--- src/rtl/core/stereo_fir_filter_unit_assert.svh ---
// Assertion macros shared by the stereo FIR filter RTL.
`ifndef STEREO_FIR_FILTER_UNIT_ASSERT_SVH
`define STEREO_FIR_FILTER_UNIT_ASSERT_SVH

// Plain property, sampled on clk_i, off while rst_ni is low.
`define SFIR_ASSERT(name, prop, msg) \
  name: assert property (@(posedge clk_i) disable iff (!rst_ni) prop) \
    else $error(msg);

// Antecedent in a cycle implies consequent in the next.
`define SFIR_ASSERT_NEXT(name, ante, cons, msg) \
  name: assert property (@(posedge clk_i) disable iff (!rst_ni) (ante) |=> (cons)) \
    else $error(msg);

`endif

--- src/rtl/core/sfir_pkg.sv ---
// Shared types and constants of the stereo FIR filter.
`default_nettype none

package sfir_pkg;

  localparam int unsigned SAMPLE_W   = 16;
  localparam int unsigned PROD_W     = 2 * SAMPLE_W;
  localparam int unsigned ACC_W      = PROD_W + 4;   // room for 16 products
  localparam int unsigned FRAC_BITS  = 15;           // Q1.15 coefficients
  localparam int unsigned CNT_W      = 5;            // tap and result counts
  localparam int unsigned NUM_COEF   = 16;
  localparam int unsigned COEF_IDX_W = 4;
  localparam int unsigned COEF_WORDS = 4;
  localparam int unsigned COEF_SEL_W = 2;
  localparam int unsigned CFG_W      = 64;
  localparam int unsigned CFG_ADDR_W = 3;

  typedef logic [CFG_ADDR_W-1:0] cfg_addr_t;

  localparam cfg_addr_t REG_TAPS  = 3'd0;
  localparam cfg_addr_t REG_COEF0 = 3'd1;
  localparam cfg_addr_t REG_COEF1 = 3'd2;
  localparam cfg_addr_t REG_COEF2 = 3'd3;
  localparam cfg_addr_t REG_COEF3 = 3'd4;

  localparam logic [CNT_W-1:0] TAPS_RESET = 5'd16;

  typedef logic signed [SAMPLE_W-1:0] sample_t;
  typedef logic signed [PROD_W-1:0]   prod_t;
  typedef logic signed [ACC_W-1:0]    acc_t;
  typedef logic [NUM_COEF-1:0][SAMPLE_W-1:0] coef_bank_t;

  localparam sample_t SAT_MAX = 16'sh7fff;
  localparam sample_t SAT_MIN = 16'sh8000;

endpackage

`default_nettype wire

--- src/rtl/core/sfir_cell.sv ---
// One tap cell: a stereo window stage, its coefficient and its two products.
`default_nettype none

module sfir_cell
  import sfir_pkg::*;
#(
  parameter int unsigned Idx = 0
) (
  input  logic             clk_i,
  input  logic             rst_ni,
  input  logic             shift_i,
  input  logic             load_i,
  input  sample_t          left_i,
  input  sample_t          right_i,
  input  logic [CNT_W-1:0] taps_i,
  input  coef_bank_t       coefs_i,
  output sample_t          left_o,
  output sample_t          right_o,
  output prod_t            left_prod_o,
  output prod_t            right_prod_o
);

  sample_t                left_q, right_q;
  sample_t                coef_q, coef_d;
  prod_t                  left_prod_q, right_prod_q;
  logic [COEF_IDX_W-1:0]  sel;
  logic                   active;

  // window slot Idx meets tap (taps - 1 - Idx); slots past the tap count weigh zero
  assign active = CNT_W'(Idx) < taps_i;
  assign sel    = COEF_IDX_W'(taps_i - CNT_W'(Idx) - CNT_W'(1));
  assign coef_d = active ? $signed(coefs_i[sel]) : '0;

  always_ff @(posedge clk_i or negedge rst_ni) begin
    if (!rst_ni) begin
      left_q  <= '0;
      right_q <= '0;
      coef_q  <= '0;
    end else begin
      coef_q <= coef_d;
      if (shift_i) begin
        left_q  <= left_i;
        right_q <= right_i;
      end
    end
  end

  always_ff @(posedge clk_i) begin
    if (load_i) begin
      left_prod_q  <= left_q * coef_q;
      right_prod_q <= right_q * coef_q;
    end
  end

  assign left_o       = left_q;
  assign right_o      = right_q;
  assign left_prod_o  = left_prod_q;
  assign right_prod_o = right_prod_q;

endmodule

`default_nettype wire

--- config.mk ---
export PLATFORM = sky130hd
export DESIGN_NAME = sfir_cell
export DESIGN_NICKNAME = d
export VERILOG_FILES = /design/src/rtl/core/stereo_fir_filter_unit_assert.svh /design/src/rtl/core/sfir_pkg.sv /design/src/rtl/core/sfir_cell.sv
export SDC_FILE = /design/constraint.sdc
export NUM_CORES = 2
export LEC_CHECK = 0
export BUFFER_PORTS_ARGS = -buffer_cell sky130_fd_sc_hd__buf_2
export CORE_ASPECT_RATIO = 1.4
export CORE_MARGIN = 5
export CORE_UTILIZATION = 30
export CTS_BUF_LIST = sky130_fd_sc_hd__clkbuf_16
export DETAILED_ROUTE_END_ITERATION = 6
export PLACE_DENSITY = 0.51
export SLEW_MARGIN = 20
export SYNTH_ARGS = -nofsm -noshare
export SYNTH_HDL_FRONTEND = slang
export SYNTH_SLANG_ARGS = --single-unit
export TNS_END_PERCENT = 10
--- constraint.sdc ---
create_clock -name clk_i -period 7.8 [get_ports clk_i]
set_clock_uncertainty 0.15 [all_clocks]
set_input_delay 0.39 -clock clk_i [delete_from_list [all_inputs] [get_ports clk_i]]
set_output_delay 0.39 -clock clk_i [all_outputs]
set_load 0.01 [all_outputs]
==> results.yml <==
grt:
  grt_pass1_vias: 21259
  grt_pass1_wl_um: 124000
  antenna_found_initial: 4
  grt.total_usage_pct: 18.3
  grt-ovfl-total: 0
  grt_max_degree: 49
yosys:
  yosys.area.top_type_share_pct: 41.6
  synthArstFlopShare_pct: 42.9
  synth-edff-count: 64
  yosysMostFrequentCell: "inv_1"
  synth_area_leaders: "fa_1, inv_1, ha_1"
  synth_top_area_cell: "fa_1"
  syn_nets: 3457
  netlist_instances: 2471
  synth.avg_cell_area_um2: 10.2
  yosysSeqAreaShare_pct: 12.4
  netlist_top_cells_count: "inv_1, fa_1, nand2_1, and2_1, ha_1"
  ys_types: 57
  ys_seq_elements: 112
  ys_warn_count: 0
  synthFlopType: "edfxtp_1"
  syn_area_um2: 25200
timing:
  setup_tns_ns: 0
  period_needed_ns: 7.13
  hold_violations: 0
  fmaxAchievable_mhz: 140
  slew_headroom_pct: 32.8
  slew_violations: 0
  rsz0062_at_grt: "false"
  period_share_pct: 91.4
  worstMarginPinSlew_ns: 1.01
  setup_violations: 0
detailed_routing:
  via_per_inst: 4.72
  first_pass_iters: 5
  drc_errors: 0
  drt_wl_total_um: 80200
  drt_iter0_drc: 707
  vias: 18495
  ant_nets: 0
  wl_per_cell_um: 20.5
finish:
  fin_cells: 3919
  area_growth_pct: 14.6
  layout.nets: 3808
  utilization_pct: 34.5
  stdcell_area_um2: 28900
  fillers: 8800
  drive_gt1_share_pct: 20.3
placement:
  place.detailed.hpwl_um: 68600
  gp_congestion: 0.966
  dp.cells: 3898
  placed_cell_area_um2: 28600
  port_buffers: 392
critical_path:
  crit_buf_inv: 6
  endpoint_kind: "flip-flop"
  arrival_ns: 7.15
  max_stage_delay_ns: 0.79
  rr_endpoint: "right_prod_o[28]$_DFFE_PP_"
  worstPathCellList: "buf_4 > and2_1 > fa_1 > inv_1 > fa_1 > fa_1 > inv_1 > fa_1 > fa_1 > inv_1 > fa_1 > inv_1 > ha_1 > a21o_1 > a31o_2 > a21o_1 > a2111oi_0 > buf_4 > o21a_1 > a211o_1 > nand3b_1 > xor2_1"
  worst_r2r_startpoint: "coef_q[5]$_DFF_PN0_"
  crit_slowest_cell: "dfrtp_1"
  reg2reg_slack_ns: 0.67
  cp_common_cell: "fa_1"
  worstPathRequired_ns: 7.82
  cp_top_family: "adder cells"
  worst-setup-path-type: "reg -> reg"
  critPathMaxFanout: 17
  worstSetupStartpointType: "flip-flop"
  reg2reg_depth: 22
flow_run:
  cap_violations: 0
cts:
  numClockSinks: 112
  htree_levels: 3
  post-cts-setup-buffers: 0
  clk_path_buf_depth: 2
  path_clk_slew_ns: 0.09
  cts_root_buffer: "clkbuf_16"
  cts_tree: "done"
  numCtsBuffers: 9
  clk_latency_ns: 0.42
floorplanning:
  coreArea_um2: 83900
  die_h_um: 353
  rows: 126
  start_util_pct: 30.1
  die_area_um2: 90100
  dieWidth_um: 255
  pin_count: 393
worst_hold_path:
  hold_end: "left_o[2]$_DFFE_PN0P_"
  hold_path_class: "in -> reg"
  min_path_cells: 2
  worstHoldStart: "left_i[2]"
outcome:
  run_status: "complete, no violations"
-- metal layers --
layer | routed length [um] | GRT usage (%) | share of wire [%]
met5 | 0 | 0 | 0
met4 | 4350 | 9.66 | 5.4
met3 | 3120 | 1.68 | 3.9
met2 | 45400 | 35.4 | 57
met1 | 27300 | 19.2 | 34
-- cell usage in the layout, fill, tap and decap left out, types with 4 or more instances in the layout --
| master | count |
|---|---|
| nor2b_1 | 16 |
| o21ai_0 | 27 |
| inv_1 | 568 |
| buf_4 | 56 |
| nand3_1 | 11 |
| a21o_1 | 21 |
| o21bai_1 | 7 |
| fa_1 | 524 |
| o21a_1 | 11 |
| a21oi_1 | 43 |
| xor2_1 | 20 |
| xnor2_1 | 52 |
| nor3_1 | 9 |
| ha_1 | 164 |
| or3_1 | 6 |
| dfrtp_1 | 48 |
| nand2b_1 | 12 |
| edfxtp_1 | 64 |
| and2_1 | 251 |
| clkbuf_16 | 9 |
| mux2i_1 | 16 |
| nand2_1 | 256 |
| diode_2 | 4 |
| mux4_2 | 64 |
| nor2_1 | 45 |
| or2_2 | 5 |
| mux2_2 | 32 |
| buf_2 | 390 |
| a211oi_1 | 38 |
| and3_1 | 6 |
-- logic make-up (layout without fill, tap and decap cells) --
group           after synthesis  in the layout  share of synthesized area, %
fa+ha+maj                   689            689                          49.7
buf+inv                     675           1031                          10.1
simple gates                626            626                          12.5
compound gates              183            183                          4.98
mux                         112            112                          7.77
flops                       112            112                          12.4
xor+xnor                     74             74                          2.57
other cells                   0              4                             0
-- sequential cells by signal (all words and copies together) (netlist names) --
register,count
right_o,16
left_o,16
left_prod_o,32
coef_q,16
right_prod_o,32
-- worst register-to-register path: cells and delay by family (launching register included) --
kind,cells,cell delay (ns)
buffers and inverters,6,0.79
AO/OA/AOI/OAI,6,1.51
AND/OR/NAND/NOR,2,0.27
XOR/XNOR,1,0.15
adder cells (fa/ha/maj),7,3.20
flip-flops,1,0.79
-- cell type report --
cell class                      count  area (um^2)  area share [%]
Clock buffer                        9          225           0.779
Multi-Input combinational cell   1684        19600            67.7
Timing Repair Buffer              448         2400            8.30
Inverter                          567         2130            7.36
Tap cell                         1088         1360            4.71
Antenna cell                        4         10.0          0.0346
Clock inverter                      7         78.8           0.273
Sequential cell                   112         3120            10.8
-- metrics by stage --
step / worst slack [ns] / hold WS [ns]
after floorplan: 1.39 / -0.0556
after global placement: 0.780 / 0.436
after detailed placement: 0.670 / 0.445
after CTS: 0.679 / 0.0168
after global routing: 0.235 / 0.0368
final: 0.674 / 0.0504
-- how the worst max path moves through the flow --
| stage | slack [ns] | startpoint | depth (start not counted) | endpoint |
|---|---|---|---|---|
| floorplan | 1.39 | left_o[7]$_DFFE_PN0P_ | 21 | left_prod_o[31]$_DFFE_PP_ |
| detailed placement | 0.67 | coef_q[4]$_DFF_PN0_ | 17 | left_prod_o[30]$_DFFE_PP_ |
| global route | 0.23 | coef_q[4]$_DFF_PN0_ | 17 | left_prod_o[30]$_DFFE_PP_ |
| finish | 0.67 | coef_q[5]$_DFF_PN0_ | 22 | right_prod_o[28]$_DFFE_PP_ |
| global placement | 0.78 | coef_q[4]$_DFF_PN0_ | 17 | left_prod_o[30]$_DFFE_PP_ |
| CTS | 0.68 | coef_q[4]$_DFF_PN0_ | 17 | left_prod_o[30]$_DFFE_PP_ |
-- timing repair --
action                     4_1_cts  5_1_grt
gates resized for setup          0        0
hold endpoints to repair        48        0
setup endpoints to repair        0        0
hold buffers                     1        0
Power is not shown: default switching activity piles up to over one toggle a cycle in this logic, so the estimate is an artifact.
