<file path="src/rtl/core/stereo_fir_filter_unit_assert.svh">
// Assertion macros shared by the stereo FIR filter RTL.
`ifndef STEREO_FIR_FILTER_UNIT_ASSERT_SVH
`define STEREO_FIR_FILTER_UNIT_ASSERT_SVH

// Plain property, sampled on clk_i, off while rst_ni is low.
`define SFIR_ASSERT(name, prop, msg) \
  name: assert property (@(posedge clk_i) disable iff (!rst_ni) prop) \
    else $error(msg);

// Antecedent in a cycle implies consequent in the next.
`define SFIR_ASSERT_NEXT(name, ante, cons, msg) \
  name: assert property (@(posedge clk_i) disable iff (!rst_ni) (ante) |=> (cons)) \
    else $error(msg);

`endif

</file>
<file path="src/rtl/core/sfir_pkg.sv">
// Shared types and constants of the stereo FIR filter.
`default_nettype none

package sfir_pkg;

  localparam int unsigned SAMPLE_W   = 16;
  localparam int unsigned PROD_W     = 2 * SAMPLE_W;
  localparam int unsigned ACC_W      = PROD_W + 4;   // room for 16 products
  localparam int unsigned FRAC_BITS  = 15;           // Q1.15 coefficients
  localparam int unsigned CNT_W      = 5;            // tap and result counts
  localparam int unsigned NUM_COEF   = 16;
  localparam int unsigned COEF_IDX_W = 4;
  localparam int unsigned COEF_WORDS = 4;
  localparam int unsigned COEF_SEL_W = 2;
  localparam int unsigned CFG_W      = 64;
  localparam int unsigned CFG_ADDR_W = 3;

  typedef logic [CFG_ADDR_W-1:0] cfg_addr_t;

  localparam cfg_addr_t REG_TAPS  = 3'd0;
  localparam cfg_addr_t REG_COEF0 = 3'd1;
  localparam cfg_addr_t REG_COEF1 = 3'd2;
  localparam cfg_addr_t REG_COEF2 = 3'd3;
  localparam cfg_addr_t REG_COEF3 = 3'd4;

  localparam logic [CNT_W-1:0] TAPS_RESET = 5'd16;

  typedef logic signed [SAMPLE_W-1:0] sample_t;
  typedef logic signed [PROD_W-1:0]   prod_t;
  typedef logic signed [ACC_W-1:0]    acc_t;
  typedef logic [NUM_COEF-1:0][SAMPLE_W-1:0] coef_bank_t;

  localparam sample_t SAT_MAX = 16'sh7fff;
  localparam sample_t SAT_MIN = 16'sh8000;

endpackage

`default_nettype wire

</file>
<file path="src/rtl/core/sfir_reduce.sv">
// Registered adder tree, Q1.15 scaling and saturation for one channel.
`default_nettype none

module sfir_reduce
  import sfir_pkg::*;
#(
  parameter int unsigned Taps = 16
) (
  input  logic    clk_i,
  input  logic    load_i,
  input  prod_t   prod_i [Taps],
  output sample_t result_o
);

  localparam int unsigned Groups = (Taps + 3) / 4;
  localparam int unsigned QuoW   = ACC_W - FRAC_BITS;

  acc_t                   part_q [Groups];
  acc_t                   part_d [Groups];
  acc_t                   sum_q, sum_d;
  sample_t                result_q, result_d;
  logic signed [QuoW-1:0] quo;

  // first level: sums of up to four products
  always_comb begin
    for (int g = 0; g < Groups; g++) begin
      part_d[g] = '0;
      for (int k = 0; k < 4; k++) begin
        if (g * 4 + k < Taps) begin
          part_d[g] = part_d[g] + ACC_W'(prod_i[g * 4 + k]);
        end
      end
    end
  end

  always_comb begin
    sum_d = '0;
    for (int g = 0; g < Groups; g++) begin
      sum_d = sum_d + part_q[g];
    end
  end

  // shift right by 15 rounding toward zero, then clamp to 16 bits
  always_comb begin
    quo = $signed(sum_q[ACC_W-1:FRAC_BITS]);
    if (sum_q[ACC_W-1] && (sum_q[FRAC_BITS-1:0] != '0)) begin
      quo = quo + QuoW'(1);
    end
    if (quo > QuoW'(SAT_MAX)) begin
      result_d = SAT_MAX;
    end else if (quo < QuoW'(SAT_MIN)) begin
      result_d = SAT_MIN;
    end else begin
      result_d = $signed(quo[SAMPLE_W-1:0]);
    end
  end

  always_ff @(posedge clk_i) begin
    if (load_i) begin
      part_q   <= part_d;
      sum_q    <= sum_d;
      result_q <= result_d;
    end
  end

  assign result_o = result_q;

endmodule

`default_nettype wire

</file>
<file path="config.mk">
export PLATFORM = sky130hd
export DESIGN_NAME = sfir_reduce
export DESIGN_NICKNAME = d
export VERILOG_FILES = /design/src/rtl/core/stereo_fir_filter_unit_assert.svh /design/src/rtl/core/sfir_pkg.sv /design/src/rtl/core/sfir_reduce.sv
export SDC_FILE = /design/constraint.sdc
export NUM_CORES = 1
export LEC_CHECK = 0
export BUFFER_PORTS_ARGS = -buffer_cell sky130_fd_sc_hd__buf_2
export CORE_UTILIZATION = 35
export CTS_BUF_LIST = sky130_fd_sc_hd__clkbuf_4
export DETAILED_ROUTE_END_ITERATION = 8
export SLEW_MARGIN = 20
export SYNTH_ARGS = -nofsm -noshare
export SYNTH_HDL_FRONTEND = slang
export SYNTH_SLANG_ARGS = --single-unit
</file>
<file path="constraint.sdc">
create_clock -name clk_i -period 4.6 [get_ports clk_i]
set_input_delay 0.46 -clock clk_i [delete_from_list [all_inputs] [get_ports clk_i]]
set_output_delay 0.46 -clock clk_i [all_outputs]
set_load 0.02 [all_outputs]
</file>
==> impl_results.rst <==
.. list-table::
   :header-rows: 1

   * - Metric
     - Value
   * - Crit Reg-Reg Endpoint
     - sum_q[29]$_DFFE_PP_
   * - Outcome
     - complete, no violations
   * - Clock sink total
     - roughly 190
   * - Mean cell area of the mapped netlist
     - 9.20 um2
   * - Largest incremental delay on the critical path
     - ~0.58 ns
   * - Clock latency on the worst-skew pair
     - about 0.61 ns
   * - PortBufs
     - roughly 530
   * - Number of vias per cell
     - 4.47
   * - Detailed-routing iteration count for the pre-antenna-repair pass
     - 5
   * - CTS Root Cell
     - sky130_fd_sc_hd__clkbuf_4
   * - Global-route congestion overflow total
     - 0
   * - Worst Reg-to-Reg Cells
     - 15
   * - Buffers plus inverters on the worst setup path
     - 2
   * - Met1 Routed Length
     - 24700 um
   * - Worst Min Path Start
     - prod_i[224]
   * - Cell area after synthesis
     - 0.0244 mm2
   * - Number of maximum-capacitance violations
     - 0
   * - Multiplexer area fraction after synthesis
     - 0.0820%
   * - Measured slew at the worst slew-check pin
     - 0.953 ns
   * - Vertical extent of the die
     - 266 um
   * - Endpoint class of the critical path
     - flip-flop
   * - Number of endpoints with negative hold slack in the final report
     - 0
   * - Residual antenna-violating net count after detailed routing
     - 0
   * - Main combinational cell family by area after synthesis
     - adder cells
   * - Critical path peak fanout
     - 5
   * - Worst slew margin
     - 36.3%
   * - Top routing layer used
     - met4
   * - Count of final setup violators
     - 0
   * - Critical path's top delay family
     - compound AO/OA/AOI/OAI gates
   * - Layout-stage area growth over the synthesis result
     - 17.7%
   * - Reg2Reg Setup Slack
     - 0.32 ns
   * - Clock tree from TritonCTS
     - done
   * - Number of nets in the layout
     - 4234
   * - Path type of the worst min-delay path
     - in2reg
   * - Post-Route Setup TNS
     - 0 ns
   * - Area share of xor/xnor cells in the synthesized design
     - 5.49%
   * - Crit-path cells
     - fa_1 -> fa_1 -> ha_1 -> inv_1 -> fa_1 -> nor2b_1 -> o31a_1 -> o21ai_1 -> o31ai_2 -> a31oi_1 -> a21oi_1 -> buf_4 -> a221o_1 -> a21oi_1 -> xnor2_1
   * - Wire length of the first global-routing pass
     - 95500 um
   * - Number of global-route vias before repair
     - ~19k
   * - Number of distinct library cells after synthesis
     - 73
   * - H-tree depth
     - 4
   * - Number of max-slew violations in the final report
     - 0
   * - Layout cells sized above 1
     - 19.0%
   * - Adder-cell area share of the yosys netlist
     - 35.9%
   * - Flop and latch count out of synthesis
     - 192
   * - Destination of the worst hold path
     - part_q[36]$_DFFE_PP_
   * - Detailed-route DRC error count
     - 0
   * - Weighted congestion reported at the end of routability-driven placement
     - 0.899
   * - Max VDD drop
     - 873 uV
   * - Setup slack after placement
     - 0.0358 ns
   * - Antenna violations before repair
     - 3
   * - Number of clock buffers inserted by TritonCTS
     - 17
   * - Routed wl met2
     - ~32000 um
   * - Total area of multi-input combinational cells
     - about 0.015 mm2
   * - Maximum number of pins on one net before global-route repair
     - 98
   * - HPWL Detailed
     - 53600 um
   * - RSZ-0062 raised after global routing
     - no
   * - Worst setup skew after layout
     - 0.0265 ns
   * - Worst reg2reg startpoint
     - part_q[1]$_DFFE_PP_
   * - Count of flip-flops with a built-in enable after synthesis
     - 192
   * - Global Route Usage Sum
     - 17.5%
   * - Category of the critical setup timing path
     - reg2reg
   * - Simple-gate area share of the yosys netlist
     - 7.25%
   * - Area fraction in compound gates after synthesis
     - 12.7%
   * - Per-cell routed wire length
     - 14.5 um
   * - Via count
     - 18.6k
   * - Fraction of the yosys area taken by sequential cells
     - between 20% and 30%
   * - Slowest library cell on the worst path
     - sky130_fd_sc_hd__fa_1
   * - Standard cell core area
     - 0.0688 mm2
   * - Worst Path Arrival
     - 4.65 ns
   * - Number of cells on the worst hold path
     - 2
   * - Period utilisation layout
     - 93.1%
   * - Max Root-Sink Buffers
     - 2
   * - Syn_nets
     - 3670
   * - Rows
     - 96
   * - Most common flop cell mapped by yosys
     - sky130_fd_sc_hd__edfxtp_1
   * - Die outline width
     - 266 um
   * - Routed wire length on met3
     - about 2700 um
   * - Clock Pin Slew Worst Setup and Hold Paths
     - 0.15 ns
   * - Worst Slack Setup Final
     - 0.316 ns
   * - Timing-limited maximum frequency
     - 233 MHz
   * - Sort of element at the start of the critical path
     - flip-flop
   * - Routed WL
     - 60300 um
   * - Number of DRC violations after detailed-routing iteration 0
     - ~870
   * - Required time at the endpoint of the critical path
     - 4.97 ns
   * - Full die area
     - about 0.07 mm2
   * - Min cycle time layout
     - 4.28 ns
   * - Effective utilization at floorplan
     - 35.5%
   * - Register area
     - 0.00577 mm2
   * - Post-synthesis cell count
     - 2654
   * - Synth async-reset ratio
     - 0%
   * - Fillers
     - between 7k and 8k
   * - I/O Pins
     - 530
   * - Ys Warns
     - 0
   * - Power per unit of standard cell area
     - 829 mW/mm2
   * - Leakage power of the design
     - 15.5 nW
   * - Most Frequent Cell on Critical Path
     - sky130_fd_sc_hd__fa_1
## cells by family (layout without fill, tap and decap cells)
kind of cell	count (synthesis)	in the layout
compound gates	478	478
xor+xnor	153	153
fa+ha+maj	502	502
buf+inv	973	1549
flops	192	192
mux	2	2
other cells	0	2
simple gates	354	354
## report_power, final
| part | internal [mW] | leakage [nW] | switching [mW] | total [mW] |
|---|---|---|---|---|
| clock network | 0.445 | 0.171 | 0.586 | 1.03 |
| registers | 3.95 | 1.88 | 0.343 | 4.29 |
| logic | 8.08 | 13.4 | 10.4 | 18.5 |
| total | 12.5 | 15.5 | 11.4 | 23.8 |
## worst register-to-register path, cell delays in order, from the launching register on
cell,delay (ns)
sky130_fd_sc_hd__edfxtp_1,0.44
sky130_fd_sc_hd__fa_1,0.58
sky130_fd_sc_hd__fa_1,0.45
sky130_fd_sc_hd__ha_1,0.22
sky130_fd_sc_hd__inv_1,0.08
sky130_fd_sc_hd__fa_1,0.22
sky130_fd_sc_hd__nor2b_1,0.07
sky130_fd_sc_hd__o31a_1,0.27
sky130_fd_sc_hd__o21ai_1,0.31
sky130_fd_sc_hd__o31ai_2,0.12
sky130_fd_sc_hd__a31oi_1,0.35
sky130_fd_sc_hd__a21oi_1,0.12
sky130_fd_sc_hd__buf_4,0.17
sky130_fd_sc_hd__a221o_1,0.36
sky130_fd_sc_hd__a21oi_1,0.19
sky130_fd_sc_hd__xnor2_1,0.08
## registers in the layout, indices dropped and copies added, names as in the netlist
signal and cells:
part_q 140, result_o 16, sum_q 36
## metal layers
layer  up-vias  track usage (%)
li1       9346                -
met1      8749             20.8
met3        51             2.51
met2       455             33.1
met5         -                0
met4         0             3.26
## cell usage after synthesis (23+ instances only)
cell	count	area, um2
sky130_fd_sc_hd__ha_1	172	2150
sky130_fd_sc_hd__nor2b_1	23	144
sky130_fd_sc_hd__a21oi_1	135	676
sky130_fd_sc_hd__nand2_1	86	323
sky130_fd_sc_hd__o21a_1	28	210
sky130_fd_sc_hd__nor2_1	95	357
sky130_fd_sc_hd__edfxtp_1	192	5770
sky130_fd_sc_hd__o21ai_0	88	440
sky130_fd_sc_hd__inv_1	951	3570
sky130_fd_sc_hd__fa_1	330	6610
sky130_fd_sc_hd__a21o_1	71	533
sky130_fd_sc_hd__and3_1	23	144
sky130_fd_sc_hd__xor2_1	43	377
sky130_fd_sc_hd__xnor2_1	110	963
## worst max path at each step
stage	startpoint	to	slack, ns	depth (start not counted)
after floorplan	prod_i[257]	part_q[105]$_DFFE_PP_	0.59	16
after global placement	prod_i[257]	part_q[105]$_DFFE_PP_	0.03	18
after detailed placement	prod_i[257]	part_q[105]$_DFFE_PP_	0.04	18
after CTS	part_q[37]$_DFFE_PP_	sum_q[33]$_DFFE_PP_	0.18	15
after global routing	part_q[37]$_DFFE_PP_	sum_q[33]$_DFFE_PP_	0.06	15
final	part_q[1]$_DFFE_PP_	sum_q[29]$_DFFE_PP_	0.32	15
## cells in the final DEF (no fill, tap or decap), types with 8 or more instances in the layout
master                     count
sky130_fd_sc_hd__buf_4        38
sky130_fd_sc_hd__xor2_1       43
sky130_fd_sc_hd__inv_1       951
sky130_fd_sc_hd__a21oi_1     135
sky130_fd_sc_hd__ha_1        172
sky130_fd_sc_hd__and2_1       13
sky130_fd_sc_hd__nand2_1      86
sky130_fd_sc_hd__a21o_1       71
sky130_fd_sc_hd__nor2_1       95
sky130_fd_sc_hd__o21ai_1      13
sky130_fd_sc_hd__a31oi_1      18
sky130_fd_sc_hd__o21a_1       28
sky130_fd_sc_hd__edfxtp_1    192
sky130_fd_sc_hd__nor3_1       21
sky130_fd_sc_hd__nand2b_1     21
sky130_fd_sc_hd__o21ai_0      86
sky130_fd_sc_hd__o211ai_1     12
sky130_fd_sc_hd__nand4_1      19
sky130_fd_sc_hd__clkbuf_4     20
sky130_fd_sc_hd__fa_1        330
sky130_fd_sc_hd__o21bai_1     20
sky130_fd_sc_hd__a211oi_1     14
sky130_fd_sc_hd__nor2b_1      23
sky130_fd_sc_hd__nand3_1      22
sky130_fd_sc_hd__xnor2_1     110
sky130_fd_sc_hd__o31ai_1       8
sky130_fd_sc_hd__buf_2       528
sky130_fd_sc_hd__and3_1       23
## layout make-up
type	count	share of cell area, %
antenna	2	0.0174
clock buffer	20	0.522
clock inverter	11	0.570
inverter	951	12.4
multi-input combinational	1489	52.1
sequential	192	20.1
tap	931	4.05
timing repair buffer	567	10.2
## metrics by stage
step	util [%]	cell area [um2]	power, mW	instances	hold WS (ns)
final	41.8	28800	23.8	4163	0.147
after global routing	41.8	28700	26.7	4162	0.0653
after CTS	41.7	28700	24.0	4161	0.0764
after detailed placement	41.3	28400	22.8	4130	0.647
after global placement	41.3	28400	22.7	4130	0.638
after floorplan	-	24400	18.1	2654	0.526
## timing repair
item,4_1_cts,5_1_grt
endpoints found under the setup margin,0,6
hold buffers,0,0
buffers inserted,0,0
hold endpoints to repair,0,0
resized for setup,0,4
Power figures use the tool's default switching activity.
